==> src/sv/particle_boundary_collision_macros.svh <==
// Assertion macros for the particle boundary collision block.
// Used by modules that have i_clk and i_rst_n in scope.
`ifndef PARTICLE_BOUNDARY_COLLISION_MACROS_SVH
`define PARTICLE_BOUNDARY_COLLISION_MACROS_SVH

// Check that cons holds in the same cycle as ante
`define PBC_ASSERT_NOW(lbl, ante, cons) \
    lbl: assert property (@(posedge i_clk) disable iff (!i_rst_n) (ante) |-> (cons)) \
        else $error("pbc assertion failed");

// Check that cons holds in the cycle after ante
`define PBC_ASSERT_NEXT(lbl, ante, cons) \
    lbl: assert property (@(posedge i_clk) disable iff (!i_rst_n) (ante) |=> (cons)) \
        else $error("pbc assertion failed");

`endif

==> src/sv/pbc_pkg.sv <==
// Shared types, constants and arithmetic helpers for the boundary collision pipeline.
// No dependencies.
package pbc_pkg;

    // Configuration register indexes
    localparam logic [2:0] REG_CIRCLE_EN = 3'd0;
    localparam logic [2:0] REG_CENTER_X  = 3'd1;
    localparam logic [2:0] REG_CENTER_Y  = 3'd2;
    localparam logic [2:0] REG_DAMPING   = 3'd3;
    localparam logic [2:0] REG_X_MIN     = 3'd4;
    localparam logic [2:0] REG_X_MAX     = 3'd5;
    localparam logic [2:0] REG_Y_MIN     = 3'd6;
    localparam logic [2:0] REG_Y_MAX     = 3'd7;

    // Ring radius 455 in Q11.8 and its square
    localparam logic [16:0] RING_Q  = 17'd116480;
    localparam logic [41:0] RING_Q2 = 42'd13567590400;

    localparam logic [8:0]  DAMP_RESET = 9'd230;
    localparam logic [19:0] BOUND_MAX_RESET = 20'd262144;

    typedef logic signed [19:0] t_q;

    typedef struct packed {
        logic               valid;
        logic               outside;
        t_q                 px;
        t_q                 py;
        t_q                 vx;
        t_q                 vy;
        t_q                 rvx;
        t_q                 rvy;
        logic signed [20:0] dx;
        logic signed [20:0] dy;
        logic [40:0]        sqx;
        logic [40:0]        sqy;
        logic [36:0]        magx;
        logic [36:0]        magy;
        logic [41:0]        d2;
        logic [23:0]        srem;
        logic [20:0]        root;
        logic [37:0]        remx;
        logic [37:0]        remy;
        logic [16:0]        qx;
        logic [16:0]        qy;
        logic signed [29:0] prx;
        logic signed [29:0] pry;
        logic               ltx;
        logic               gtx;
        logic               lty;
        logic               gty;
    } t_pipe;

    // Saturate to the signed 20-bit range
    function automatic t_q sat20(input logic signed [31:0] x);
        t_q r;
        if (x > 32'sd524287) begin
            r = 20'sh7FFFF;
        end else if (x < -32'sd524288) begin
            r = 20'sh80000;
        end else begin
            r = 20'(x);
        end
        return r;
    endfunction

    // Round a Q.8 product half up and saturate
    function automatic t_q round_sat(input logic signed [29:0] p);
        logic signed [31:0] t;
        t = (32'(p) + 32'sd128) >>> 8;
        return sat20(t);
    endfunction

    // Negated product of velocity and damping
    function automatic logic signed [29:0] neg_damp(input t_q v, input logic [8:0] d);
        logic signed [29:0] m;
        m = 30'(v) * $signed({21'd0, d});
        return -m;
    endfunction

endpackage

==> src/sv/pbc_sqrt_step.sv <==
// One digit step of the integer square root of the squared distance.
// Depends on pbc_pkg.
module pbc_sqrt_step import pbc_pkg::*; #(
    parameter int STEP = 0
) (
    input  logic  i_clk,
    input  logic  i_rst_n,
    input  logic  i_en,
    input  t_pipe i_item,
    output t_pipe o_item
);

    logic [23:0] rem_sh;
    logic [23:0] trial;
    logic        ge;
    t_pipe       n_item;
    t_pipe       r_item;

    // Bring down two bits and try the next root bit
    always_comb begin
        rem_sh = {i_item.srem[21:0], i_item.d2[2*STEP+1 -: 2]};
        trial  = {1'b0, i_item.root, 2'b01};
        ge     = rem_sh >= trial;
        n_item = i_item;
        n_item.srem = ge ? rem_sh - trial : rem_sh;
        n_item.root = {i_item.root[19:0], ge};
    end

    // Advance the stage
    always_ff @(posedge i_clk) begin
        if (!i_rst_n) begin
            r_item.valid <= 1'b0;
        end else if (i_en) begin
            r_item <= n_item;
        end
    end

    assign o_item = r_item;

endmodule

==> config.mk <==
export PLATFORM = sky130hd
export DESIGN_NAME = pbc_sqrt_step
export DESIGN_NICKNAME = d
export VERILOG_FILES = /design/src/sv/particle_boundary_collision_macros.svh /design/src/sv/pbc_pkg.sv /design/src/sv/pbc_sqrt_step.sv
export SDC_FILE = /design/constraint.sdc
export NUM_CORES = 1
export LEC_CHECK = 0
export BUFFER_PORTS_ARGS = -buffer_cell sky130_fd_sc_hd__buf_2
export CAP_MARGIN = 10
export CELL_PAD_IN_SITES_DETAIL_PLACEMENT = 1
export CELL_PAD_IN_SITES_GLOBAL_PLACEMENT = 2
export CORE_AREA = 2 2 447 449
export DETAILED_ROUTE_END_ITERATION = 10
export DIE_AREA = 0 0 449 451
export GPL_ROUTABILITY_DRIVEN = 0
export PLACE_DENSITY_LB_ADDON = 0.1
export REMOVE_ABC_BUFFERS = 1
export SLEW_MARGIN = 30
export SYNTH_ARGS = -nofsm -noshare
export SYNTH_HDL_FRONTEND = slang
export SYNTH_SLANG_ARGS = --single-unit
==> constraint.sdc <==
create_clock -name i_clk -period 14.3 [get_ports i_clk]
set_input_delay 0.715 -clock i_clk [delete_from_list [all_inputs] [get_ports i_clk]]
set_output_delay 0.715 -clock i_clk [all_outputs]
set_load 0.05 [all_outputs]
Yosys cells after proc, flatten, opt, wreduce, memory -nomap -nowiden
Index checks and enable logic that the tools add are counted.
{"block": "word_totals", "input_bits": 584, "output_inout_bits": 581, "ff_bits": 581, "wordCells": 31}
{"block": "classes", "reduce_logical": 1, "magnitude_cmp": 1, "addsub": 1, "mux": 1}
{"op": "greater-or-equal comparator 24 x 23 -> 1 bit", "n": 1}
{"op": "2-to-1 mux 24 bit", "n": 1}
{"op": "subtractor 24 x 23 -> 24 bit", "n": 1}
{"op": "AND reduction 2 bit", "n": 1}

Depth between registers and ports, before layout
{"block": "depth", "word_depth": 2, "mapped_depth": 11, "ltp_nobuf": 9}

Worst setup path after synthesis
OpenSTA, ideal clock, no wires.
{"block": "synth_path", "kind": "input-to-reg", "startpoint": "input port i_en", "endpoint": "register r_item, in the netlist o_item[0] (enable)", "slack_ns": -0.440, "setup_time_ns": 1.018, "t_arrival_ns": 13.722, "n_path_buf": 0, "path_stages": 1, "required_time_ns": 13.282, "path_cell_list": "and2_1"}
{"block": "synth_via", "elab_chain_cells": 1}
{"item": "start: declaration", "line": "pbc_sqrt_step.sv:8", "text": "input logic i_en,"}
{"item": "AND reduction 2 bit (no source line)"}
{"item": "end signal: assignment", "line": "pbc_sqrt_step.sv:34", "text": "r_item <= n_item;"}
{"item": "end: declaration", "line": "pbc_sqrt_step.sv:17", "text": "t_pipe r_item;"}
Every way passes these cells.
A chain may end at the register's enable or synchronous reset.

Worst setup path in the final report
{"block": "layout_path", "startpoint": "input port i_en", "endpoint": "register r_item, in the netlist o_item[181] (enable)"}
The elaborated chain is that of the path after synthesis.

==> impl_metrics.toml <==
[route]
antenna_left = 0
detailedRoute.firstIterationViolations = 729
via_per_inst = 2.863
drtPass1Iterations = 6
avgRoutedWirePerCell_um = 25.35
num_vias = 13770
wirelength_um = 121900
drcViolationCount = 0

[timing]
fin_crit_sh = 0.2359
setup_slack_ns = 10.93
tightestPinTransition_ns = 0.9374
slew_viol_final = 0
finalHoldViolCount = 0
setup_viol = 0
fmax_mhz = 296.5
clock_skew_ns = 0
fin_crit_ns = 3.373
whs_ns = 0.1883
relSlewSlack = 0.3703
rsz0062_at_grt = "no"

[critical_path]
cp-end-kind = "flop"
cp.arrival_ns = 3.65
path_cells = "buf_2, and2_4, buf_4, buf_4, buf_4"
crit_top_cell = "buf_4"
rr_worst_depth = 2
r2r-start = "o_item[580]$_SDFFE_PN0P_"
cp_max_fo = 59
r2r_slack_ns = 13.69
r2r_end = "o_item[580]$_SDFFE_PN0P_"
critPathKind = "in2reg"
worstSetupStartpointType = "input pin"
cp_slowest_stage_delay_ns = 0.76
crit_slowest_cell = "buf_4"
crit_required_ns = 14.57

[cts]
path_clk_slew_ns = 0.06
htreeDepth = 3
cts.repair.resized = 0
clkSinkCount = 581
cts_setup_buffers = 0
hold_buffers = 0
cts-root-buf = "clkbuf_16"
clockBufferDepth = 3
numCtsBuffers = 85
clkLatencyLatePin_ns = 0.66
cts_tree = "built"

[finish]
area_delta_synth_final_pct = 62.60
largest_reg_flops = 581
fill_cells = 22550
drive_gt1_frac = 0.6057
finalNetCount = 2694

[power]
cellPowerDensity_nw_per_um2 = 158.4
worst_ir_drop_vdd_v = 0.00008643
leakage_uw = 0.01216

[synthesis]
seq_area_frac_synth = 0.9129
synth_area_um2 = 19100
synthFlopType = "edfxtp_1"
syn_inst = 835
ys_ff_latch = 581
synth_edf_count = 580
yosysWarningCount = 0
synth.area.top_cells = "edfxtp_1 (91%), ha_1 (1.5%), a21oi_1 (1.0%), inv_1 (0.59%), xor2_1 (0.50%)"
yosys-top-cells-count = "edfxtp_1 (580), a21oi_1 (38), inv_1 (30), nor2_1 (25)"
synth.top_cell.area_share = 0.9118
synth_cell_type_count = 52
yosysMostFrequentCell = "edfxtp_1"
syn_area_per_cell_um2 = 22.88
ys_async_sr_fraction = 0
synth_top_cell_by_area = "edfxtp_1"

[min_path]
hold_end = "o_item[22]$_DFFE_PP_"
hold-path-cell-count = 1
worstHoldPathType = "in2reg"
hp-start = "i_item[22]"

[die]
num_io_pins = 1165
die-area_um2 = 202500
die_w_um = 449
coreArea_um2 = 198200
placementRows = 164
die_y_um = 451
initial_core_util = 0.09636

[placed_design]
port_buffers = 1162
dp_hpwl_um = 101600
place_ws_ns = 10.01

[global_routing]
grt.overflow.total = 0
grt.total_usage = 0.1162
antenna_found_initial = 104
grt_pass1_vias = 14410
grt_pass1_wl_um = 155000
grt_max_degree = 152

[run_status]
status = "finished clean"

[job]
cap_violations = 0
metal layers:
| layer | routed length (um) | part of all wire | track usage | up-vias |
|---|---|---|---|---|
| li1 | - | - | - | 5831 |
| met1 | 45370 | 0.37 | 0.1261 | 6943 |
| met2 | 64750 | 0.53 | 0.2157 | 713 |
| met3 | 8535 | 0.070 | 0.04003 | 273 |
| met4 | 3193 | 0.026 | 0.02525 | 12 |
| met5 | 90 | 0.00074 | 0 | - |
metrics by stage:
| stage | util | std cells | instance area [um2] | TNS [ns] | power (uW) |
|---|---|---|---|---|---|
| finish | 0.1567 | 4811 | 31060 | 0 | 4920 |
| global route | 0.1566 | 4806 | 31040 | 0 | 5137 |
| CTS | 0.1564 | 4803 | 31010 | 0 | 5059 |
| detailed placement | 0.1428 | 4655 | 28310 | 0 | 2897 |
| global placement | 0.1427 | 4654 | 28280 | 0 | 2898 |
| floorplan | - | 827 | 19050 | -255.37 | 2610 |
worst max path at each step:
stage	start	end
after detailed placement	i_en	o_item[577]$_DFFE_PP_
final	i_en	o_item[181]$_DFFE_PP_
after global routing	i_en	o_item[242]$_DFFE_PP_
after CTS	i_en	o_item[298]$_DFFE_PP_
after floorplan	i_en	o_item[0]$_DFFE_PP_
after global placement	i_en	o_item[76]$_DFFE_PP_
area by class of cell:
cell class                      instances  area [um2]  share of cell area
Sequential cell                       581       17440              0.5614
Timing Repair Buffer                 1173        5954              0.1917
Tap cell                             2656        3323              0.1070
Clock buffer                          102        2212             0.07123
Multi-Input combinational cell        216        1514             0.04875
Clock inverter                         46       486.7             0.01567
Inverter                               30       112.6            0.003626
Antenna cell                            7       17.52           0.0005640
cells by family (layout without fill, tap and decap cells):
logic type,Yosys count,in the layout,synth area share
flops,581,581,0.9129
mux,9,9,0.005568
buf+inv,38,1351,0.008581
compound gates,90,90,0.03092
fa+ha+maj,23,23,0.01507
xor+xnor,19,19,0.008712
other cells,0,7,0
simple gates,75,75,0.01828
critical path, delay by kind of cell:
kind / cells / cell delay [ns]
simple gates: 1 / 0.46
buf+inv: 4 / 2.32
layout by cell type (no fill, tap or decap), drive strengths merged, types with 19 or more instances in the layout:
master	instances
buf	1173
edfxtp	580
clkbuf	102
a21oi	40
clkinv	33
inv	32
nor2	25
nand2	23
ha	23
o21ai	19
report_power, final:
group	leakage, uW	internal, uW	switching [uW]
registers	0.00545	2010	41.9
logic	0.00541	165	624
clock network	0.00129	1230	849
No activity file was read; power rests on OpenSTA's default activity.
