<file path="src/sv/particle_boundary_collision_macros.svh">
// Assertion macros for the particle boundary collision block.
// Used by modules that have i_clk and i_rst_n in scope.
`ifndef PARTICLE_BOUNDARY_COLLISION_MACROS_SVH
`define PARTICLE_BOUNDARY_COLLISION_MACROS_SVH

// Check that cons holds in the same cycle as ante
`define PBC_ASSERT_NOW(lbl, ante, cons) \
    lbl: assert property (@(posedge i_clk) disable iff (!i_rst_n) (ante) |-> (cons)) \
        else $error("pbc assertion failed");

// Check that cons holds in the cycle after ante
`define PBC_ASSERT_NEXT(lbl, ante, cons) \
    lbl: assert property (@(posedge i_clk) disable iff (!i_rst_n) (ante) |=> (cons)) \
        else $error("pbc assertion failed");

`endif

</file>
<file path="src/sv/pbc_pkg.sv">
// Shared types, constants and arithmetic helpers for the boundary collision pipeline.
// No dependencies.
package pbc_pkg;

    // Configuration register indexes
    localparam logic [2:0] REG_CIRCLE_EN = 3'd0;
    localparam logic [2:0] REG_CENTER_X  = 3'd1;
    localparam logic [2:0] REG_CENTER_Y  = 3'd2;
    localparam logic [2:0] REG_DAMPING   = 3'd3;
    localparam logic [2:0] REG_X_MIN     = 3'd4;
    localparam logic [2:0] REG_X_MAX     = 3'd5;
    localparam logic [2:0] REG_Y_MIN     = 3'd6;
    localparam logic [2:0] REG_Y_MAX     = 3'd7;

    // Ring radius 455 in Q11.8 and its square
    localparam logic [16:0] RING_Q  = 17'd116480;
    localparam logic [41:0] RING_Q2 = 42'd13567590400;

    localparam logic [8:0]  DAMP_RESET = 9'd230;
    localparam logic [19:0] BOUND_MAX_RESET = 20'd262144;

    typedef logic signed [19:0] t_q;

    typedef struct packed {
        logic               valid;
        logic               outside;
        t_q                 px;
        t_q                 py;
        t_q                 vx;
        t_q                 vy;
        t_q                 rvx;
        t_q                 rvy;
        logic signed [20:0] dx;
        logic signed [20:0] dy;
        logic [40:0]        sqx;
        logic [40:0]        sqy;
        logic [36:0]        magx;
        logic [36:0]        magy;
        logic [41:0]        d2;
        logic [23:0]        srem;
        logic [20:0]        root;
        logic [37:0]        remx;
        logic [37:0]        remy;
        logic [16:0]        qx;
        logic [16:0]        qy;
        logic signed [29:0] prx;
        logic signed [29:0] pry;
        logic               ltx;
        logic               gtx;
        logic               lty;
        logic               gty;
    } t_pipe;

    // Saturate to the signed 20-bit range
    function automatic t_q sat20(input logic signed [31:0] x);
        t_q r;
        if (x > 32'sd524287) begin
            r = 20'sh7FFFF;
        end else if (x < -32'sd524288) begin
            r = 20'sh80000;
        end else begin
            r = 20'(x);
        end
        return r;
    endfunction

    // Round a Q.8 product half up and saturate
    function automatic t_q round_sat(input logic signed [29:0] p);
        logic signed [31:0] t;
        t = (32'(p) + 32'sd128) >>> 8;
        return sat20(t);
    endfunction

    // Negated product of velocity and damping
    function automatic logic signed [29:0] neg_damp(input t_q v, input logic [8:0] d);
        logic signed [29:0] m;
        m = 30'(v) * $signed({21'd0, d});
        return -m;
    endfunction

endpackage

</file>
<file path="src/sv/pbc_clamp.sv">
// Ring projection select, box clamp and damped reflections: five stages.
// Depends on pbc_pkg.
module pbc_clamp import pbc_pkg::*; (
    input  logic       i_clk,
    input  logic       i_rst_n,
    input  logic       i_en,
    input  t_q         i_center_x,
    input  t_q         i_center_y,
    input  logic [8:0] i_damping,
    input  t_q         i_x_min,
    input  t_q         i_x_max,
    input  t_q         i_y_min,
    input  t_q         i_y_max,
    input  t_pipe      i_item,
    output t_pipe      o_item
);

    t_pipe n_p, r_p;
    t_pipe n_c1, r_c1;
    t_pipe n_c2, r_c2;
    t_pipe n_c3, r_c3;
    t_pipe n_c4, r_c4;
    logic signed [31:0] ex;
    logic signed [31:0] ey;
    t_q p1x;
    t_q p1y;

    // Place the particle on the ring and take the reflected velocity when it left the circle
    always_comb begin
        ex  = i_item.dx[20] ? -$signed({15'd0, i_item.qx}) : $signed({15'd0, i_item.qx});
        ey  = i_item.dy[20] ? -$signed({15'd0, i_item.qy}) : $signed({15'd0, i_item.qy});
        n_p = i_item;
        if (i_item.outside) begin
            n_p.px = sat20(32'(i_center_x) + ex);
            n_p.py = sat20(32'(i_center_y) + ey);
            n_p.vx = i_item.rvx;
            n_p.vy = i_item.rvy;
        end
    end

    // Decide min and max clamps, start the first reflection product
    always_comb begin
        n_c1 = r_p;
        n_c1.ltx = r_p.px < i_x_min;
        n_c1.lty = r_p.py < i_y_min;
        p1x = n_c1.ltx ? i_x_min : r_p.px;
        p1y = n_c1.lty ? i_y_min : r_p.py;
        n_c1.gtx = p1x > i_x_max;
        n_c1.gty = p1y > i_y_max;
        n_c1.px  = n_c1.gtx ? i_x_max : p1x;
        n_c1.py  = n_c1.gty ? i_y_max : p1y;
        n_c1.prx = neg_damp(r_p.vx, i_damping);
        n_c1.pry = neg_damp(r_p.vy, i_damping);
    end

    // Apply the min reflection
    always_comb begin
        n_c2 = r_c1;
        if (r_c1.ltx) n_c2.vx = round_sat(r_c1.prx);
        if (r_c1.lty) n_c2.vy = round_sat(r_c1.pry);
    end

    // Second reflection product
    always_comb begin
        n_c3 = r_c2;
        n_c3.prx = neg_damp(r_c2.vx, i_damping);
        n_c3.pry = neg_damp(r_c2.vy, i_damping);
    end

    // Apply the max reflection
    always_comb begin
        n_c4 = r_c3;
        if (r_c3.gtx) n_c4.vx = round_sat(r_c3.prx);
        if (r_c3.gty) n_c4.vy = round_sat(r_c3.pry);
    end

    // Advance all stages together
    always_ff @(posedge i_clk) begin
        if (!i_rst_n) begin
            r_p.valid  <= 1'b0;
            r_c1.valid <= 1'b0;
            r_c2.valid <= 1'b0;
            r_c3.valid <= 1'b0;
            r_c4.valid <= 1'b0;
        end else if (i_en) begin
            r_p  <= n_p;
            r_c1 <= n_c1;
            r_c2 <= n_c2;
            r_c3 <= n_c3;
            r_c4 <= n_c4;
        end
    end

    assign o_item = r_c4;

endmodule

</file>
<file path="config.mk">
export PLATFORM = sky130hd
export DESIGN_NAME = pbc_clamp
export DESIGN_NICKNAME = d
export VERILOG_FILES = /design/src/sv/particle_boundary_collision_macros.svh /design/src/sv/pbc_pkg.sv /design/src/sv/pbc_clamp.sv
export SDC_FILE = /design/constraint.sdc
export NUM_CORES = 2
export LEC_CHECK = 0
export BUFFER_PORTS_ARGS = -buffer_cell sky130_fd_sc_hd__buf_2
export CORE_AREA = 2 2 510 512
export CTS_BUF_LIST = sky130_fd_sc_hd__clkbuf_16
export DETAILED_ROUTE_END_ITERATION = 7
export DIE_AREA = 0 0 512 514
export PLACE_DENSITY = 0.76
export SYNTH_ARGS = -nofsm -noshare
export SYNTH_HDL_FRONTEND = slang
export SYNTH_SLANG_ARGS = --single-unit
</file>
<file path="constraint.sdc">
create_clock -name i_clk -period 185.1 [get_ports i_clk]
set_input_delay 9.255 -clock i_clk [delete_from_list [all_inputs] [get_ports i_clk]]
set_output_delay 9.255 -clock i_clk [all_outputs]
set_load 0.01 [all_outputs]
</file>
# Yosys cells after proc, flatten, opt, wreduce, memory -nomap -nowiden
# Cells that the tools add are included.
dict set report word_totals {
  regBits 2781
  in_bits 713
  out_inout_bits 581
  word_cells 183
}
dict set report classes {
  n_addsub 12
  n_mul 4
  magnitude_cmp 16
  n_mux 23
  reduce_logical 1
}
# op n
set ops {}
lappend ops {{two-way mux 20 bit} 20}
lappend ops {{adder 30 x 9 -> 31 bit, second input constant} 4}
lappend ops {{multiplier 20 x 10 -> 30 bit} 4}
lappend ops {{negation 30 bit} 4}
lappend ops {{greater-than comparator 23 x 20 -> 1 bit, second input constant} 4}
lappend ops {{less-than comparator 23 x 20 -> 1 bit, second input constant} 4}
lappend ops {{two-way mux 80 bit} 1}
lappend ops {{adder 20 x 32 -> 32 bit} 2}
lappend ops {{greater-than comparator 32 x 20 -> 1 bit, second input constant} 2}
lappend ops {{less-than comparator 32 x 20 -> 1 bit, second input constant} 2}
lappend ops {{two-way mux 32 bit} 2}
lappend ops {{negation 17 -> 32 bit} 2}
lappend ops {{greater-than comparator 20 bit} 2}
lappend ops {{less-than comparator 20 bit} 2}
lappend ops {{AND reduction 2 bit} 1}

# Depth between registers and ports, before layout
dict set report logic_depth {
  ltp_word 7
  depth_mapped 26
  ltp_nobuf 24
}

# Worst setup path before layout
# OpenSTA, ideal clock, no wires.
dict set report synth_timing {
  kind {in2reg}
  from {input i_en}
  to {register r_p (netlist bit n_c1[100]), enable pin}
  arrival_ns 71.299
  t_required_ns 181.587
  slack_ns 110.288
  cell_stages 2
  path_buffers 1
  path_cell_list {clkbuf_1 and2_1}
}
dict set report synth_between {
  elab_chain_len 1
}
# item line_no
set synth_rtl {}
lappend synth_rtl {{start: declaration} pbc_clamp.sv:6} ;# input logic i_en,
lappend synth_rtl {{AND reduction 2 bit (no source line)} n/a}
lappend synth_rtl {{end signal: assignment} pbc_clamp.sv:86} ;# r_p <= n_p;
lappend synth_rtl {{end: declaration} pbc_clamp.sv:18} ;# t_pipe n_p, r_p;
# No other way between the ends.
# A chain may end at the register's enable or synchronous reset.

==> flow_summary.json <==
{
  "io_pins": 1294,
  "fin_crit_ps": 15910,
  "overflow": 0,
  "root_buffer": "clkbuf_16",
  "synth_top_area_share_pct": 68.5,
  "peakVddDrop_uv": 20.8,
  "clk_pin_slew_worst_paths_ps": 60,
  "port_buffers": 1229,
  "synthFlopType": "edfxtp_1",
  "dp_cells": 11928,
  "crit_path_start": "i_damping[4]",
  "hold_violations": 0,
  "finalWirelength_um": 261000,
  "grt_pass1_vias": 66716,
  "drtIter0Drc": 4752,
  "drt-met1-wl_um": 98800,
  "dieWidth_um": 512,
  "regToRegEndpoint": "n_c4[63]$_DFFE_PP_",
  "worstHoldPathType": "reg -> reg",
  "fin_tns_setup_ps": 0,
  "cp-start-kind": "primary input",
  "synth_area_per_cell_sq_um": 16.3,
  "die_y_um": 514,
  "cts_max_path_buffers": 4,
  "worstMarginPinSlew_ps": 1280,
  "met3_length_um": 21000,
  "crit_arrival_ps": 16490,
  "nNetsFinal": 10622,
  "drive_gt1_share_pct": 19.7,
  "p_leak_uw": 0.0539,
  "start_util_pct": 46.9,
  "ctsResizeCount": 0,
  "synthesis.area_sq_mm": 0.121,
  "hold_buffers": 0,
  "required_ps": 185680,
  "regArea_sq_mm": 0.0830,
  "track_usage_pct": 19.7,
  "setup_viol": 0,
  "worstSetupPathType": "in -> reg",
  "cts_buffers": 284,
  "cp-endpoint": "n_c4[63]$_DFFE_PP_",
  "clock_latency_ps": 870,
  "via_per_inst": 5.14,
  "fmax_mhz": 62.9,
  "yosysUniqueCellTypes": 83,
  "synth_edf_count": 2762,
  "gp_congestion": 0.906,
  "endpoint_kind": "register",
  "ys_top_cells_by_area": "edfxtp_1, fa_1, ha_1",
  "grt_antenna_before_repair": 89,
  "rsz0062_at_grt": "no",
  "n_fill_cell": 20034,
  "layout.cells.non_filler": 12474,
  "ys_ff_latch": 2767,
  "critPathSlowestCell": "buf_2",
  "status": "finished clean",
  "slew_headroom_pct": 14.2,
  "reg2reg_from": "n_c3[525]$_DFFE_PP_",
  "cts-htree-levels": 5,
  "cp_max_fo": 41,
  "grt_max_degree": 212,
  "slowest_delay_ps": 730,
  "drv_cap": 0,
  "hpwl_um": 187000,
  "dieArea_sq_mm": 0.263,
  "postCtsSetupBuffers": 0,
  "path_cells": "buf_2 -> buf_4 -> and2_1 -> fa_1 -> fa_1 -> inv_1 -> fa_1 -> fa_1 -> inv_1 -> fa_1 -> inv_1 -> ha_1 -> a21o_1 -> a21o_1 -> a21oi_1 -> nor2b_1 -> a31oi_1 -> o21ai_0 -> a221o_1 -> a31oi_1 -> o21ai_0 -> o21ai_0 -> a211oi_1",
  "clock_sinks": 2767,
  "powerDensity_mw_per_mm2": 15.9,
  "syn_nets": 9255,
  "synth_top_area_cell": "edfxtp_1",
  "fin_skew_ps": 51.9,
  "cts_tree": "done",
  "syn2layout_area_growth_pct": 15.9,
  "syn_inst": 7445,
  "yosysSeqAreaShare_pct": 68.6,
  "reg2reg_depth": 21,
  "vias": 64066,
  "wl_met2_um": 132000,
  "route.detailed.drc": 0,
  "yosys_warnings": 0,
  "r2r_slack_ps": 178300,
  "grt_pass1_wl_um": 396000,
  "ant_nets": 0,
  "crit_top_cell": "fa_1",
  "core_sq_mm": 0.258,
  "top_layer": "met5",
  "multiInputGateArea_sq_mm": 0.0343,
  "fin_crit_sh_pct": 8.59,
  "async_flop_share_pct": 0,
  "wire_per_inst_um": 21.0,
  "drv_slew": 0,
  "dr.pass1.iters": 6,
  "num_rows": 187
}
metrics by stage:
stage | area, sq um | total power [uW] | utilization, % | hold WS, ps | setup slack, ps
floorplan | 121000 | 1580 | - | 400 | 110290
finish | 140000 | 2240 | 54.3 | 395 | 169190
global route | 140000 | 2400 | 54.3 | 398 | 168840
CTS | 140000 | 2250 | 54.3 | 393 | 169330
global placement | 131000 | 1670 | 50.8 | 400 | 168550
detailed placement | 131000 | 1700 | 50.8 | 405 | 168430
synth_stat cells, drive strengths merged (5+ instances only):
library cell	n
nor3	44
nand2b	37
a211o	8
ha	481
mux2	83
or2	10
o311ai	5
a21o	92
clkbuf	159
buf	46
and4	8
o22ai	24
mux2i	11
o21bai	14
nand3b	7
nor2	221
a2111oi	7
edfxtp	2762
o41a	8
xnor2	174
o31ai	35
o2bb2ai	17
or3	25
a211oi	18
and2	425
dfxtp	5
nand4	57
o31a	14
inv	795
o21ai	114
and3	35
a221o	5
nor2b	42
a31oi	37
o21a	78
or4	8
a21oi	196
nor4	8
nand3	67
xor2	75
fa	616
nand2	459
o211ai	53
cells by family after synthesis:
kind of cell | after synthesis | synth area share (%)
buffers and inverters | 1000 | 3.13
AOI/OAI and AO/OA | 771 | 4.32
and+or+nand+nor | 1467 | 6.13
adders and majority gates | 1097 | 15.2
DFF | 2767 | 68.6
xor gates and xnor gates | 249 | 1.80
muxes | 94 | 0.863
cell type report:
cell class                      count  area share [%]
Inverter                          795            2.13
Clock buffer                      292            5.21
Sequential cell                  2767            59.2
Tap cell                         3402            3.04
Multi-Input combinational cell   3678            24.4
Clock inverter                    212            1.14
Antenna cell                       42          0.0749
Timing Repair Buffer             1286            4.77
metal layers:
| metal | vias to the layer above | GRT usage, % |
|---|---|---|
| met2 | 2082 | 33.8 |
| met1 | 31995 | 23.4 |
| met3 | 564 | 5.86 |
| met4 | 76 | 7.01 |
| li1 | 29349 | - |
| met5 | - | 0 |
cell usage in the layout, fill, tap and decap left out, types with 75 or more instances in the layout:
cell type	synthesis	routed
buf_2	5	1226
o21a_1	77	77
inv_1	795	864
a21o_1	92	92
mux2_2	79	79
a21oi_1	196	195
and2_1	424	423
ha_1	481	481
nand2_1	459	459
xnor2_1	174	174
fa_1	616	616
nor2_1	221	221
clkbuf_16	0	292
edfxtp_1	2762	2762
xor2_1	75	75
o21ai_0	108	107
sequential cells by signal, indices dropped and copies added, names as in the netlist:
register	flops
o_item	581
r_p	40
n_c4	541
r_c3	40
n_c1	477
n_c3	521
r_c1	40
n_c2	527
power by group:
part           internal, uW  switching [uW]  leakage (uW)
logic                   387             488        0.0234
clock network           310             233       0.00458
registers               791            27.3        0.0260
total                  1490             748        0.0539
worst min-delay path by stage:
stage	start	to	slack (ps)	depth (start not counted)
after global routing	n_c4[348]$_DFFE_PP_	o_item[348]$_DFFE_PP_	400	0
after CTS	n_c1[93]$_DFFE_PP_	n_c2[93]$_DFFE_PP_	390	0
after detailed placement	n_c1[122]$_DFFE_PP_	n_c2[122]$_DFFE_PP_	400	0
after global placement	n_c2[199]$_DFFE_PP_	n_c3[199]$_DFFE_PP_	400	0
after floorplan	n_c1[100]$_DFFE_PP_	n_c2[100]$_DFFE_PP_	400	0
final	n_c1[491]$_DFFE_PP_	n_c2[491]$_DFFE_PP_	390	0
worst max-delay path, delay by kind of cell:
kind	cells	cell delay (ps)
adder cells (fa/ha/maj)	6	2830
AO/OA/AOI/OAI	10	2560
buffers and inverters	5	1450
AND/OR/NAND/NOR	2	330
Power figures use the tool's default switching activity.
