==> src/sv/particle_boundary_collision_macros.svh <==
// Assertion macros for the particle boundary collision block.
// Used by modules that have i_clk and i_rst_n in scope.
`ifndef PARTICLE_BOUNDARY_COLLISION_MACROS_SVH
`define PARTICLE_BOUNDARY_COLLISION_MACROS_SVH

// Check that cons holds in the same cycle as ante
`define PBC_ASSERT_NOW(lbl, ante, cons) \
    lbl: assert property (@(posedge i_clk) disable iff (!i_rst_n) (ante) |-> (cons)) \
        else $error("pbc assertion failed");

// Check that cons holds in the cycle after ante
`define PBC_ASSERT_NEXT(lbl, ante, cons) \
    lbl: assert property (@(posedge i_clk) disable iff (!i_rst_n) (ante) |=> (cons)) \
        else $error("pbc assertion failed");

`endif

==> src/sv/pbc_pkg.sv <==
// Shared types, constants and arithmetic helpers for the boundary collision pipeline.
// No dependencies.
package pbc_pkg;

    // Configuration register indexes
    localparam logic [2:0] REG_CIRCLE_EN = 3'd0;
    localparam logic [2:0] REG_CENTER_X  = 3'd1;
    localparam logic [2:0] REG_CENTER_Y  = 3'd2;
    localparam logic [2:0] REG_DAMPING   = 3'd3;
    localparam logic [2:0] REG_X_MIN     = 3'd4;
    localparam logic [2:0] REG_X_MAX     = 3'd5;
    localparam logic [2:0] REG_Y_MIN     = 3'd6;
    localparam logic [2:0] REG_Y_MAX     = 3'd7;

    // Ring radius 455 in Q11.8 and its square
    localparam logic [16:0] RING_Q  = 17'd116480;
    localparam logic [41:0] RING_Q2 = 42'd13567590400;

    localparam logic [8:0]  DAMP_RESET = 9'd230;
    localparam logic [19:0] BOUND_MAX_RESET = 20'd262144;

    typedef logic signed [19:0] t_q;

    typedef struct packed {
        logic               valid;
        logic               outside;
        t_q                 px;
        t_q                 py;
        t_q                 vx;
        t_q                 vy;
        t_q                 rvx;
        t_q                 rvy;
        logic signed [20:0] dx;
        logic signed [20:0] dy;
        logic [40:0]        sqx;
        logic [40:0]        sqy;
        logic [36:0]        magx;
        logic [36:0]        magy;
        logic [41:0]        d2;
        logic [23:0]        srem;
        logic [20:0]        root;
        logic [37:0]        remx;
        logic [37:0]        remy;
        logic [16:0]        qx;
        logic [16:0]        qy;
        logic signed [29:0] prx;
        logic signed [29:0] pry;
        logic               ltx;
        logic               gtx;
        logic               lty;
        logic               gty;
    } t_pipe;

    // Saturate to the signed 20-bit range
    function automatic t_q sat20(input logic signed [31:0] x);
        t_q r;
        if (x > 32'sd524287) begin
            r = 20'sh7FFFF;
        end else if (x < -32'sd524288) begin
            r = 20'sh80000;
        end else begin
            r = 20'(x);
        end
        return r;
    endfunction

    // Round a Q.8 product half up and saturate
    function automatic t_q round_sat(input logic signed [29:0] p);
        logic signed [31:0] t;
        t = (32'(p) + 32'sd128) >>> 8;
        return sat20(t);
    endfunction

    // Negated product of velocity and damping
    function automatic logic signed [29:0] neg_damp(input t_q v, input logic [8:0] d);
        logic signed [29:0] m;
        m = 30'(v) * $signed({21'd0, d});
        return -m;
    endfunction

endpackage

==> src/sv/pbc_div_step.sv <==
// One quotient bit of the scale to ring division, both axes.
// Depends on pbc_pkg.
module pbc_div_step import pbc_pkg::*; #(
    parameter int BIT = 0
) (
    input  logic  i_clk,
    input  logic  i_rst_n,
    input  logic  i_en,
    input  t_pipe i_item,
    output t_pipe o_item
);

    logic [37:0] sh;
    logic        gex;
    logic        gey;
    t_pipe       n_item;
    t_pipe       r_item;

    // Subtract the shifted divisor where it fits
    always_comb begin
        sh     = 38'(i_item.root) << BIT;
        gex    = i_item.remx >= sh;
        gey    = i_item.remy >= sh;
        n_item = i_item;
        n_item.remx   = gex ? i_item.remx - sh : i_item.remx;
        n_item.remy   = gey ? i_item.remy - sh : i_item.remy;
        n_item.qx[BIT] = gex;
        n_item.qy[BIT] = gey;
    end

    // Advance the stage
    always_ff @(posedge i_clk) begin
        if (!i_rst_n) begin
            r_item.valid <= 1'b0;
        end else if (i_en) begin
            r_item <= n_item;
        end
    end

    assign o_item = r_item;

endmodule

==> config.mk <==
export PLATFORM = sky130hd
export DESIGN_NAME = pbc_div_step
export DESIGN_NICKNAME = d
export VERILOG_FILES = /design/src/sv/particle_boundary_collision_macros.svh /design/src/sv/pbc_pkg.sv /design/src/sv/pbc_div_step.sv
export SDC_FILE = /design/constraint.sdc
export NUM_CORES = 1
export LEC_CHECK = 0
export BUFFER_PORTS_ARGS = -buffer_cell sky130_fd_sc_hd__buf_2
export CAP_MARGIN = 20
export CORE_AREA = 2 2 450 452
export CTS_BUF_LIST = sky130_fd_sc_hd__clkbuf_2 sky130_fd_sc_hd__clkbuf_4 sky130_fd_sc_hd__clkbuf_8
export DETAILED_ROUTE_END_ITERATION = 12
export DIE_AREA = 0 0 452 454
export GPL_TIMING_DRIVEN = 0
export SYNTH_ARGS = -nofsm -noshare
export SYNTH_HDL_FRONTEND = slang
export SYNTH_SLANG_ARGS = --single-unit
==> constraint.sdc <==
create_clock -name i_clk -period 21.2 [get_ports i_clk]
set_input_delay 4.24 -clock i_clk [delete_from_list [all_inputs] [get_ports i_clk]]
set_output_delay 4.24 -clock i_clk [all_outputs]
set_load 0.1 [all_outputs]
* After elaboration in Yosys (flattened, before gate mapping)
Index checks and enable logic that the tools add are counted.
** Storage, ports and cells
- Output and inout port bits :: 581
- Bits in registers :: 581
- Logic and storage cells :: 34
** Cells by class
- $add $sub $neg :: 2
- Muxes and demuxes :: 2
- Magnitude comparators :: 2
- Reduce and logical (&&, ||, !) cells :: 1
** Operator list (count)
- greater-or-equal comparator 38 x 21 -> 1 bit :: 2
- two-way mux 38 bit :: 2
- subtractor 38 x 21 -> 38 bit :: 2
- AND reduction 2 bit :: 1

* Logic depth before layout (Yosys ltp)
Gate-level depths: netlist of the first run.
- Word-level depth :: 2
- Gate-level depth with buffers :: 13
- Gate-level depth less buffers :: 13

* Worst setup path before layout of the first run
OpenSTA, ideal clock, no wires.
- Path kind :: input to register
- Start :: input i_en
- End :: register r_item, in the netlist o_item[0], enable pin
- Library setup time :: 1018 ps
- Stages :: 1
- Required time :: 20182 ps
- Slack :: 2935 ps
- Buffers on the path :: 0
- Arrival :: 17247 ps
- Cell sequence :: and2_1
** Between the ends
- Longest elaborated chain between the ends :: 1
** Ends and longest elaborated chain
- from (decl) :: RTL line pbc_div_step.sv:8 : input logic i_en,
- AND reduction 2 bit (no line)
- to (signal assigned) :: RTL line pbc_div_step.sv:36 : r_item <= n_item;
- to (decl) :: RTL line pbc_div_step.sv:17 : t_pipe r_item;
Every way passes these cells.
A chain may end at the register's enable or synchronous reset.

==> results of run 1 <==
layout by cell type (no fill, tap or decap), types with 28 or more instances in the layout:
cell type,instances
xnor2_1,41
inv_1,33
o21ai_0,40
nor2_1,48
clkbuf_8,118
a21oi_1,45
buf_2,1169
ha_1,42
edfxtp_1,580
clkinv_1,28
nand2_1,57
critical path, stage by stage:
cell and delay [ps]:
buf_2 90, inv_1 160, ha_1 570, nand2_1 290, or4_1 680, a211oi_2 540
nor2_2 320, inv_2 260, clkbuf_1 630, a21oi_1 180
per-stage QoR:
step	hold slack [ps]	TNS, ps
after floorplan	981	0
after global placement	504	-2735900
after detailed placement	528	0
after CTS	537	0
after global routing	580	0
final	536	0
worst max-delay path by stage:
stage	start	slack (ps)	cells after the start	end
floorplan	i_en	2930	1	o_item[0]
global placement	i_en	-4810	2	o_item[345]
detailed placement	i_item[191]	12830	10	o_item[136]
CTS	i_item[191]	13780	10	o_item[136]
global route	i_item[189]	13760	12	o_item[152]
finish	i_item[191]	13760	10	o_item[136]
kinds of logic (layout without fill, tap and decap cells):
logic type	count (synthesis)	after routing	share of synthesized area (%)
AOI/OAI and AO/OA	168	168	5.19
xor gates and xnor gates	62	62	2.60
adders and majority gates	44	44	2.71
buffers and inverters	43	1441	0.814
DFF	581	581	83.5
muxes	4	4	0.210
other	0	25	0
and+or+nand+nor	209	209	5.02
final cells by class:
cell class | instances | area share [%]
tap | 2672 | 10.1
inverter | 34 | 0.385
antenna | 25 | 0.189
timing repair buffer | 1173 | 18.4
clock buffer | 141 | 5.42
sequential | 581 | 52.6
buffer | 9 | 0.128
multi-input combinational | 487 | 9.92
clock inverter | 84 | 2.86
report_power, final:
part	switching, W	internal (W)
combinational	0.000785	0.000129
sequential	0.0000223	0.00136
clock	0.000600	0.000793
routing by layer:
metal	wire length (um)	global-route usage, %	part of all wire (%)
met1	47200	12.9	29
met2	84400	27.7	53
met3	22000	9.41	14
met4	6480	4.99	4.0
met5	440	0.606	0.27
==> impl_metrics.csv, run 1 <==
group,metric,value,unit
logic_synthesis,ys_warn_count,0,
drt,wl_per_cell,30.8,um
hold_path,worst_hold_path.num_cells,2,
worst_setup_path,start_kind,"input pin",
global_routing,grt_pass1_wl,191,mm
clocking,clock-sinks,581,
final_layout,ff_latch_area,17400,um^2
pwr,ir_drop,0.0577,mV
logic_synthesis,synth_edf_count,580,
worst_setup_path,reg2reg_from,"o_item[580]",
global_routing,antenna_found_initial,200,
clocking,root_buffer,"clkbuf_8",
job,cap_viol_max_count,0,
floorplan,coreArea,201000,um^2
hold_path,min-delay-start,"o_item[580]",
sta,finalMaxSlewViolations,0,
placed_design,routabilityCongestion,0.952,
sta,period_share,35.1,%
logic_synthesis,synth_most_common_cell,"edfxtp_1",
logic_synthesis,synth_area_leaders,"edfxtp_1 83%, ha_1 2.5%, xnor2_1 1.7%",
worst_setup_path,reg2regPathDepth,2,
global_routing,grt.total_usage,14.9,%
pwr,power_leakage,13.0,nW
logic_synthesis,ys_seq_area_share,83.5,%
outcome,status,"finished, final reports clean",
floorplan,io_pins,1165,
final_layout,largest_reg_flops,581,
floorplan,initial_core_util,10.4,%
final_layout,area_delta_synth_final,58.6,%
logic_synthesis,yosysTopAreaCell,"edfxtp_1",
worst_setup_path,endpoint_kind,"register",
final_layout,final_area,33100,um^2
clocking,clockBufferDepth,3,
final_layout,final_core_util,16.5,%
worst_setup_path,criticalPathCategory,"input pin to register",
sta,worstMarginPinSlew,913,ps
placed_design,hpwl,141,mm
floorplan,die-height,454,um
clocking,htreeDepth,3,
clocking,clk-insertion-delay-late,840,ps
global_routing,grt_max_degree,76,
final_layout,drive_above_1_share,55.7,%
drt,ant_nets,0,
drt,via_per_inst,3.22,
clocking,cts_made_buffers,118,
logic_synthesis,synth_top_area_share,83.4,%
drt,vias,16768,
logic_synthesis,async_flop_share,0,%
global_routing,first_global_vias,16205,
worst_setup_path,required,21760,ps
drt,first_pass_iters,5,
final_layout,fin_nets,3032,
logic_synthesis,synth_ff_type,"edfxtp_1",
hold_path,holdPathEnd,"o_item[580]",
placed_design,io_buffers,1161,
sta,setup_violations,0,
logic_synthesis,synth_area,20900,um^2
hold_path,hp-class,"register to register",
final_layout,multi_input_area,3290,um^2
floorplan,fp.dieW,452,um
drt,drt_iter0_drc,1234,
sta,relSlewSlack,38.6,%
sta,fmax,134,MHz
clocking,clkTransAtPathRegs,60,ps
sta,fin_crit,7440,ps
logic_synthesis,ys_ff_latch,581,
pwr,cellPowerDensity,111,nW/um^2
clocking,ctsHoldBuffers,0,
final_layout,fill_cells,22239,
sta,rsz0062_at_grt,"false",
logic_synthesis,synth_cell_type_count,61,
placed_design,preCtsSetupSlack,12830,ps
global_routing,globalRouteOverflowTotal,0,
clocking,cts_resized,0,
logic_synthesis,synthTopCellsByCount,"580 x edfxtp_1, 57 x nand2_1, 48 x nor2_1",
sta,fin_worst_skew,0,ps
worst_setup_path,rrSetupSlack,20600,ps
clocking,cts_tree,"yes",
logic_synthesis,synthCells,1111,
clocking,post-cts-setup-buffers,0,
drt,drt_wl_total,161,mm
final_layout,fin_cells,5206,
worst_setup_path,r2r-end,"o_item[580]",
logic_synthesis,syn_nets,1739,
drt,post-route-drc-count,0,
pwr,p_total,0.00369,W
sta,fin_ws,13760,ps
logic_synthesis,syn_area_per_cell,18.8,um^2
floorplan,rows,165,
worst_setup_path,crit_fanout,10,
placed_design,place_area,30300,um^2
worst_setup_path,worst_ep_arrival_time,8000,ps
placed_design,dpl.cell_count,4956,
sta,hold_violations,0,
floorplan,dieArea,205000,um^2
(Power assumes the default switching activity.)
==> run 2: changes to the inputs <==
CORE_AREA = 2 2 449 451   (was 2 2 450 452)
DIE_AREA = 0 0 451 453   (was 0 0 452 454)
clock period = 6.6 ns   (was 21.2 ns; I/O delays follow)
==> run 2 against run 1 <==
  * Power grew to 3.2 times the previous value
  * Register-to-register slack lost 15000 ps
  * Clock-buffer cell count is the same
  * First-iteration DRC count shrank 5.4%
  * Clock power grew to 3.2 times the previous value
  * Core utilization grew 0.10 points
  * Clock skew is the same
  * Critical endpoint is now o_item[139]
==> impl_metrics.csv, run 2 (same netlist as run 1, synthesis figures left out) <==
group,metric,value,unit
outcome,status,"finished, final reports clean",
floorplan,initial_core_util,10.5,%
floorplan,dieArea,204000,um^2
clocking,clock-sinks,581,
sta,period_share,65.4,%
sta,fin_setup_tns,0,ps
clocking,cts_resized,0,
pwr,p_seq_share,37.7,%
worst_setup_path,path_common_cell,"a21oi_1",
worst_setup_path,crit_chain,"buf_2 -> inv_1 -> ha_1 -> a21oi_1 -> o21ai_0 -> a2111oi_1 -> o211ai_1 -> nor2_2 -> inv_2 -> clkbuf_1 -> a21oi_1",
sta,relSlewSlack,23.7,%
pwr,switching_share,38.2,%
drt,ant_nets,0,
drt,vias,16630,
final_layout,final_area,33100,um^2
global_routing,globalRouteOverflowTotal,0,
worst_setup_path,worst_ep_arrival_time,4920,ps
worst_setup_path,critical_path.top_delay_family,"compound AO/OA/AOI/OAI gates",
worst_setup_path,path_buf_inv,4,
drt,first_pass_iters,5,
final_layout,final_cell_mix,"1168 x buf_2, 580 x edfxtp_1, 120 x clkbuf_8, 57 x nand2_1, 48 x nor2_1",
clocking,root_buffer,"clkbuf_8",
sta,setup_violations,0,
pwr,intPower,0.00729,W
placed_design,routabilityCongestion,0.953,
floorplan,fp.dieW,451,um
worst_setup_path,crit_fanout,10,
clocking,cts_made_buffers,119,
global_routing,antenna_found_initial,193,
global_routing,grt.total_usage,15.1,%
final_layout,drive_above_1_share,56.0,%
worst_setup_path,r2r-end,"o_item[580]",
clocking,htreeDepth,3,
sta,hold_violations,0,
placed_design,place_area,30300,um^2
worst_setup_path,slowest_stage,"nor2_2",
job,cap_viol_max_count,0,
global_routing,first_global_vias,15946,
drt,drt_wl_total,161,mm
worst_setup_path,reg2regPathDepth,2,
clocking,clkTransAtPathRegs,60,ps
drt,via_per_inst,3.20,
clocking,post-cts-setup-buffers,0,
final_layout,largest_reg_flops,581,
clocking,ctsHoldBuffers,0,
sta,fin_worst_skew,0,ps
final_layout,layout_commonest_cell,"buf_2",
pwr,share_comb_of_total_power,24.9,%
worst_setup_path,endpoint_kind,"register",
floorplan,die-height,453,um
floorplan,rows,164,
pwr,clkPwrFrac,37.5,%
pwr,p_sw,0.00450,W
pwr,ir_drop,0.156,mV
worst_setup_path,slowest_delay,500,ps
worst_setup_path,reg2reg_from,"o_item[580]",
sta,finalMaxSlewViolations,0,
clocking,cts_tree,"yes",
pwr,power_leakage,13.0,nW
drt,wl_per_cell,31.0,um
worst_setup_path,start_kind,"input pin",
sta,fin_crit,4320,ps
final_layout,fin_nets,3032,
clocking,clk-insertion-delay-late,850,ps
hold_path,holdPathEnd,"o_item[580]",
clocking,clockBufferDepth,3,
placed_design,hpwl,141,mm
floorplan,coreArea,199000,um^2
global_routing,grt_max_degree,78,
hold_path,min-delay-start,"o_item[580]",
hold_path,hp-class,"register to register",
global_routing,grt_pass1_wl,191,mm
pwr,cellPowerDensity,356,nW/um^2
worst_setup_path,rrSetupSlack,6010,ps
final_layout,area_delta_synth_final,58.3,%
floorplan,io_pins,1165,
worst_setup_path,criticalPathCategory,"input pin to register",
sta,fmax,232,MHz
sta,holdWs,527,ps
sta,worstMarginPinSlew,1140,ps
worst_setup_path,required,7210,ps
drt,post-route-drc-count,0,
placed_design,io_buffers,1161,
drt,drt_iter0_drc,1167,
hold_path,worst_hold_path.num_cells,2,
sta,rsz0062_at_grt,"false",
run 2: changes by cell type in the layout (fill, tap and decap cells not counted), sizes merged:
cell      delta
diode       +10
bufinv       -1
buf          -1
inv          -1
clkinv       -7
clkinvlp     +3
run 2: final cells by class:
| type | count | area, um^2 |
|---|---|---|
| plain buffers | 9 | 42.5 |
| flip-flops and latches | 581 | 17400 |
| clock inverters | 78 | 873 |
| diodes | 35 | 87.6 |
| repair buffers | 1172 | 6080 |
| inverters | 34 | 128 |
| well taps | 2656 | 3320 |
| clock buffers | 141 | 1810 |
| multi-input cells | 487 | 3290 |
| fillers | 22107 | 166000 |
run 2: how the worst max path moves through the flow:
stage          slack, ps  cells past startpoint        start           to
6_report            2280                     11  i_item[191]  o_item[139]
4_1_cts             2200                     11  i_item[191]  o_item[136]
3_3_place_gp       -1800                      2         i_en  o_item[239]
5_1_grt             2080                     11  i_item[191]  o_item[136]
2_1_floorplan        820                      1      i_rst_n    o_item[0]
3_5_place_dp        1250                     11  i_item[191]  o_item[136]
run 2: power by group through the flow:
| stage | sequential (W) | combinational [W] | clock [W] |
|---|---|---|---|
| 6_report | 0.00444 | 0.00293 | 0.00441 |
| 3_3_place_gp | 0.00455 | 0.00294 | 0 |
| 5_1_grt | 0.00446 | 0.00303 | 0.00475 |
| 3_5_place_dp | 0.00451 | 0.00297 | 0 |
| 4_1_cts | 0.00444 | 0.00297 | 0.00463 |
| 2_1_floorplan | 0.00636 | 0.000276 | 0 |
run 2: through the flow:
step                      util [%]  worst slack [ps]  total power (W)  instances
final                         16.6              2280           0.0118       5193
after global routing          16.6              2080           0.0122       5188
after global placement        15.1             -1800          0.00749       4928
after CTS                     16.6              2200           0.0120       5158
after floorplan                  -               823          0.00663       1111
after detailed placement      15.2              1250          0.00748       4939
run 2: layer usage:
metal	track usage, %	share of wire, %	wire length, um	vias to the layer above
met1	12.9	29	47200	7994
met5	0.443	0.14	221	-
met4	5.31	3.9	6240	16
met3	8.80	13	20400	489
li1	-	-	-	6996
met2	28.5	54	86800	1135
run 2: worst min-delay path: stages, from the launching register on:
cell and delay [ps]:
dfxtp_1 310, mux2i_1 120, nor2b_1 50
==> run 3: changes to the inputs <==
CORE_AREA = 2 2 450 452   (was 2 2 449 451)
DIE_AREA = 0 0 452 454   (was 0 0 451 453)
clock period = 4.07 ns   (was 6.6 ns; I/O delays follow)
==> run 3 against run 2 <==
  * Register-to-register slack got worse by 2600 ps
  * Power increased by 61%
  * Design area is 9.3% higher
  * Wire length is 0.22% lower
  * Via count up 7.1%
  * Clock-buffer cell count up 7
  * Sequential power grew 62%
  * Global-route usage shrank 0.14 points
  * Cell count up 6.1%
  * Clock skew is the same
  * Critical path type unchanged
  * Largest cell class unchanged
==> impl_metrics.csv, run 3 (same netlist as run 1, synthesis figures left out) <==
group,metric,value,unit
worst_setup_path,reg2reg_from,"o_item[580]",
sta,fin_crit,3920,ps
final_layout,drive_above_1_share,49.3,%
clocking,htreeDepth,3,
worst_setup_path,slowest_stage,"dlygate4sd3_1",
global_routing,antenna_found_initial,147,
outcome,status,"finished, final reports clean",
sta,finalMaxSlewViolations,0,
placed_design,place_area,30300,um^2
hold_path,min-delay-start,"i_item[12]",
clocking,cts_made_buffers,121,
placed_design,routabilityCongestion,0.960,
worst_setup_path,rrSetupSlack,3430,ps
worst_setup_path,crit_chain,"dlygate4sd3_1 -> buf_2 -> inv_1 -> ha_1 -> nand4_1 -> or4_1 -> a211oi_2 -> nor2_4 -> inv_2 -> clkbuf_1 -> nor2_1 -> a21oi_1",
floorplan,fp.dieW,452,um
hold_path,worst_hold_path.num_cells,1,
sta,rsz0062_at_grt,"false",
worst_setup_path,reg2regPathDepth,2,
placed_design,hpwl,139,mm
floorplan,rows,165,
drt,via_per_inst,3.23,
hold_path,hp-class,"input pin to register",
pwr,ir_drop,0.264,mV
pwr,cellPowerDensity,524,nW/um^2
drt,drt_wl_total,161,mm
drt,vias,17812,
drt,wl_met1,48.6,mm
drt,drt_iter0_drc,1367,
clocking,root_buffer,"clkbuf_8",
floorplan,dieArea,205000,um^2
drt,routed.top_layer,"met5",
sta,fmax,255,MHz
hold_path,holdPathEnd,"o_item[12]",
final_layout,fin_nets,3360,
final_layout,final_area,36100,um^2
worst_setup_path,endpoint_kind,"register",
drt,wl_met2,83.2,mm
drt,ant_nets,0,
sta,period_share,96.3,%
sta,worstMarginPinSlew,980,ps
global_routing,globalRouteOverflowTotal,0,
worst_setup_path,r2r-end,"o_item[580]",
drt,wl_per_cell,29.1,um
worst_setup_path,worst_ep_arrival_time,4600,ps
final_layout,layout_commonest_cell,"buf_2",
placed_design,io_buffers,1161,
placed_design,dpl.cell_count,4954,
sta,setup_violations,0,
floorplan,die-height,454,um
global_routing,grt_max_degree,76,
final_layout,area_delta_synth_final,73.0,%
sta,fin_worst_skew,0,ps
clocking,clk-insertion-delay-late,890,ps
clocking,cts_tree,"yes",
worst_setup_path,required,4750,ps
clocking,clkTransAtPathRegs,60,ps
global_routing,grt.total_usage,14.9,%
sta,holdWs,144,ps
floorplan,initial_core_util,10.4,%
floorplan,io_pins,1165,
final_layout,largest_reg_flops,581,
job,cap_viol_max_count,0,
sta,relSlewSlack,34.7,%
drt,dr_wl_met3,21.9,mm
worst_setup_path,slowest_delay,580,ps
floorplan,coreArea,201000,um^2
clocking,clock-sinks,581,
clocking,clockBufferDepth,3,
pwr,power_leakage,14.3,nW
worst_setup_path,crit_fanout,10,
drt,first_pass_iters,5,
clocking,post-cts-setup-buffers,0,
final_layout,fin_cells,5510,
worst_setup_path,criticalPathCategory,"input pin to register",
final_layout,final_cell_mix,"1167 x buf_2, 580 x edfxtp_1, 327 x dlygate4sd3_1, 121 x clkbuf_8, 57 x nand2_1",
global_routing,grt_pass1_wl,193,mm
global_routing,first_global_vias,17971,
sta,hold_violations,0,
drt,post-route-drc-count,0,
worst_setup_path,start_kind,"input pin",
-- run 3: cell types whose count changed in the layout (fill, tap and decap cells not counted), sizes merged --
cell         previous run  this run
bufinv                 17        10
clkinv                 44        46
dlygate4sd3             0       327
clkbuf                143       151
inv                    37        39
buf                  1179      1177
clkinvlp               14         4
diode                  35        16
-- run 3: layout make-up --
cell class | count | area [um^2]
Clock inverter | 65 | 634
Tap cell | 2672 | 3340
Antenna cell | 16 | 40.0
Inverter | 34 | 128
Multi-Input combinational cell | 487 | 3310
Buffer | 9 | 45.0
Clock buffer | 148 | 1870
Timing Repair Buffer | 1498 | 9340
Fill cell | 22000 | 165000
Sequential cell | 581 | 17400
-- run 3: stage by stage --
step	setup TNS, ps	power [W]	setup slack, ps	utilization, %
3_3_place_gp	-2019180	0.0121	-3630	15.0
5_1_grt	0	0.0197	58.1	18.0
3_5_place_dp	-25120	0.0121	-667	15.1
2_1_floorplan	-696740	0.0108	-1200	-
6_report	0	0.0190	149	18.0
4_1_cts	0	0.0194	7.86	18.0
-- run 3: what timing repair did --
action	CTS	global route
hold buffers	327	0
hold endpoints to repair	327	0
gates resized for setup	0	5
setup endpoints to repair	0	23
-- run 3: critical path: cells and delay by family --
family / cells / cell delay, ps
compound gates: 2 / 810
fa+ha+maj: 1 / 380
buf+inv: 5 / 1630
simple gates: 4 / 950
-- run 3: worst max path at each step --
stage,startpoint,endpoint,slack [ps],depth (start not counted)
2_1_floorplan,i_rst_n,o_item[0],-1200,1
3_3_place_gp,i_en,o_item[272],-3630,2
3_5_place_dp,i_item[191],o_item[145],-670,12
4_1_cts,i_item[182],o_item[116],8,12
5_1_grt,i_item[176],o_item[116],60,13
6_report,i_item[182],o_item[145],150,12
-- run 3: report_power, final --
group          switching, W  total, W  internal, W  leakage [nW]
logic               0.00421   0.00509     0.000881          7.51
clock network       0.00299   0.00667      0.00368          1.30
registers          0.000116   0.00720      0.00708          5.46
total               0.00732    0.0190       0.0116          14.3
-- run 3: per-layer routing --
layer,vias up,track usage [%]
met5,-,0.490
li1,7640,-
met3,432,9.12
met2,1138,27.3
met1,8582,13.2
met4,20,5.46
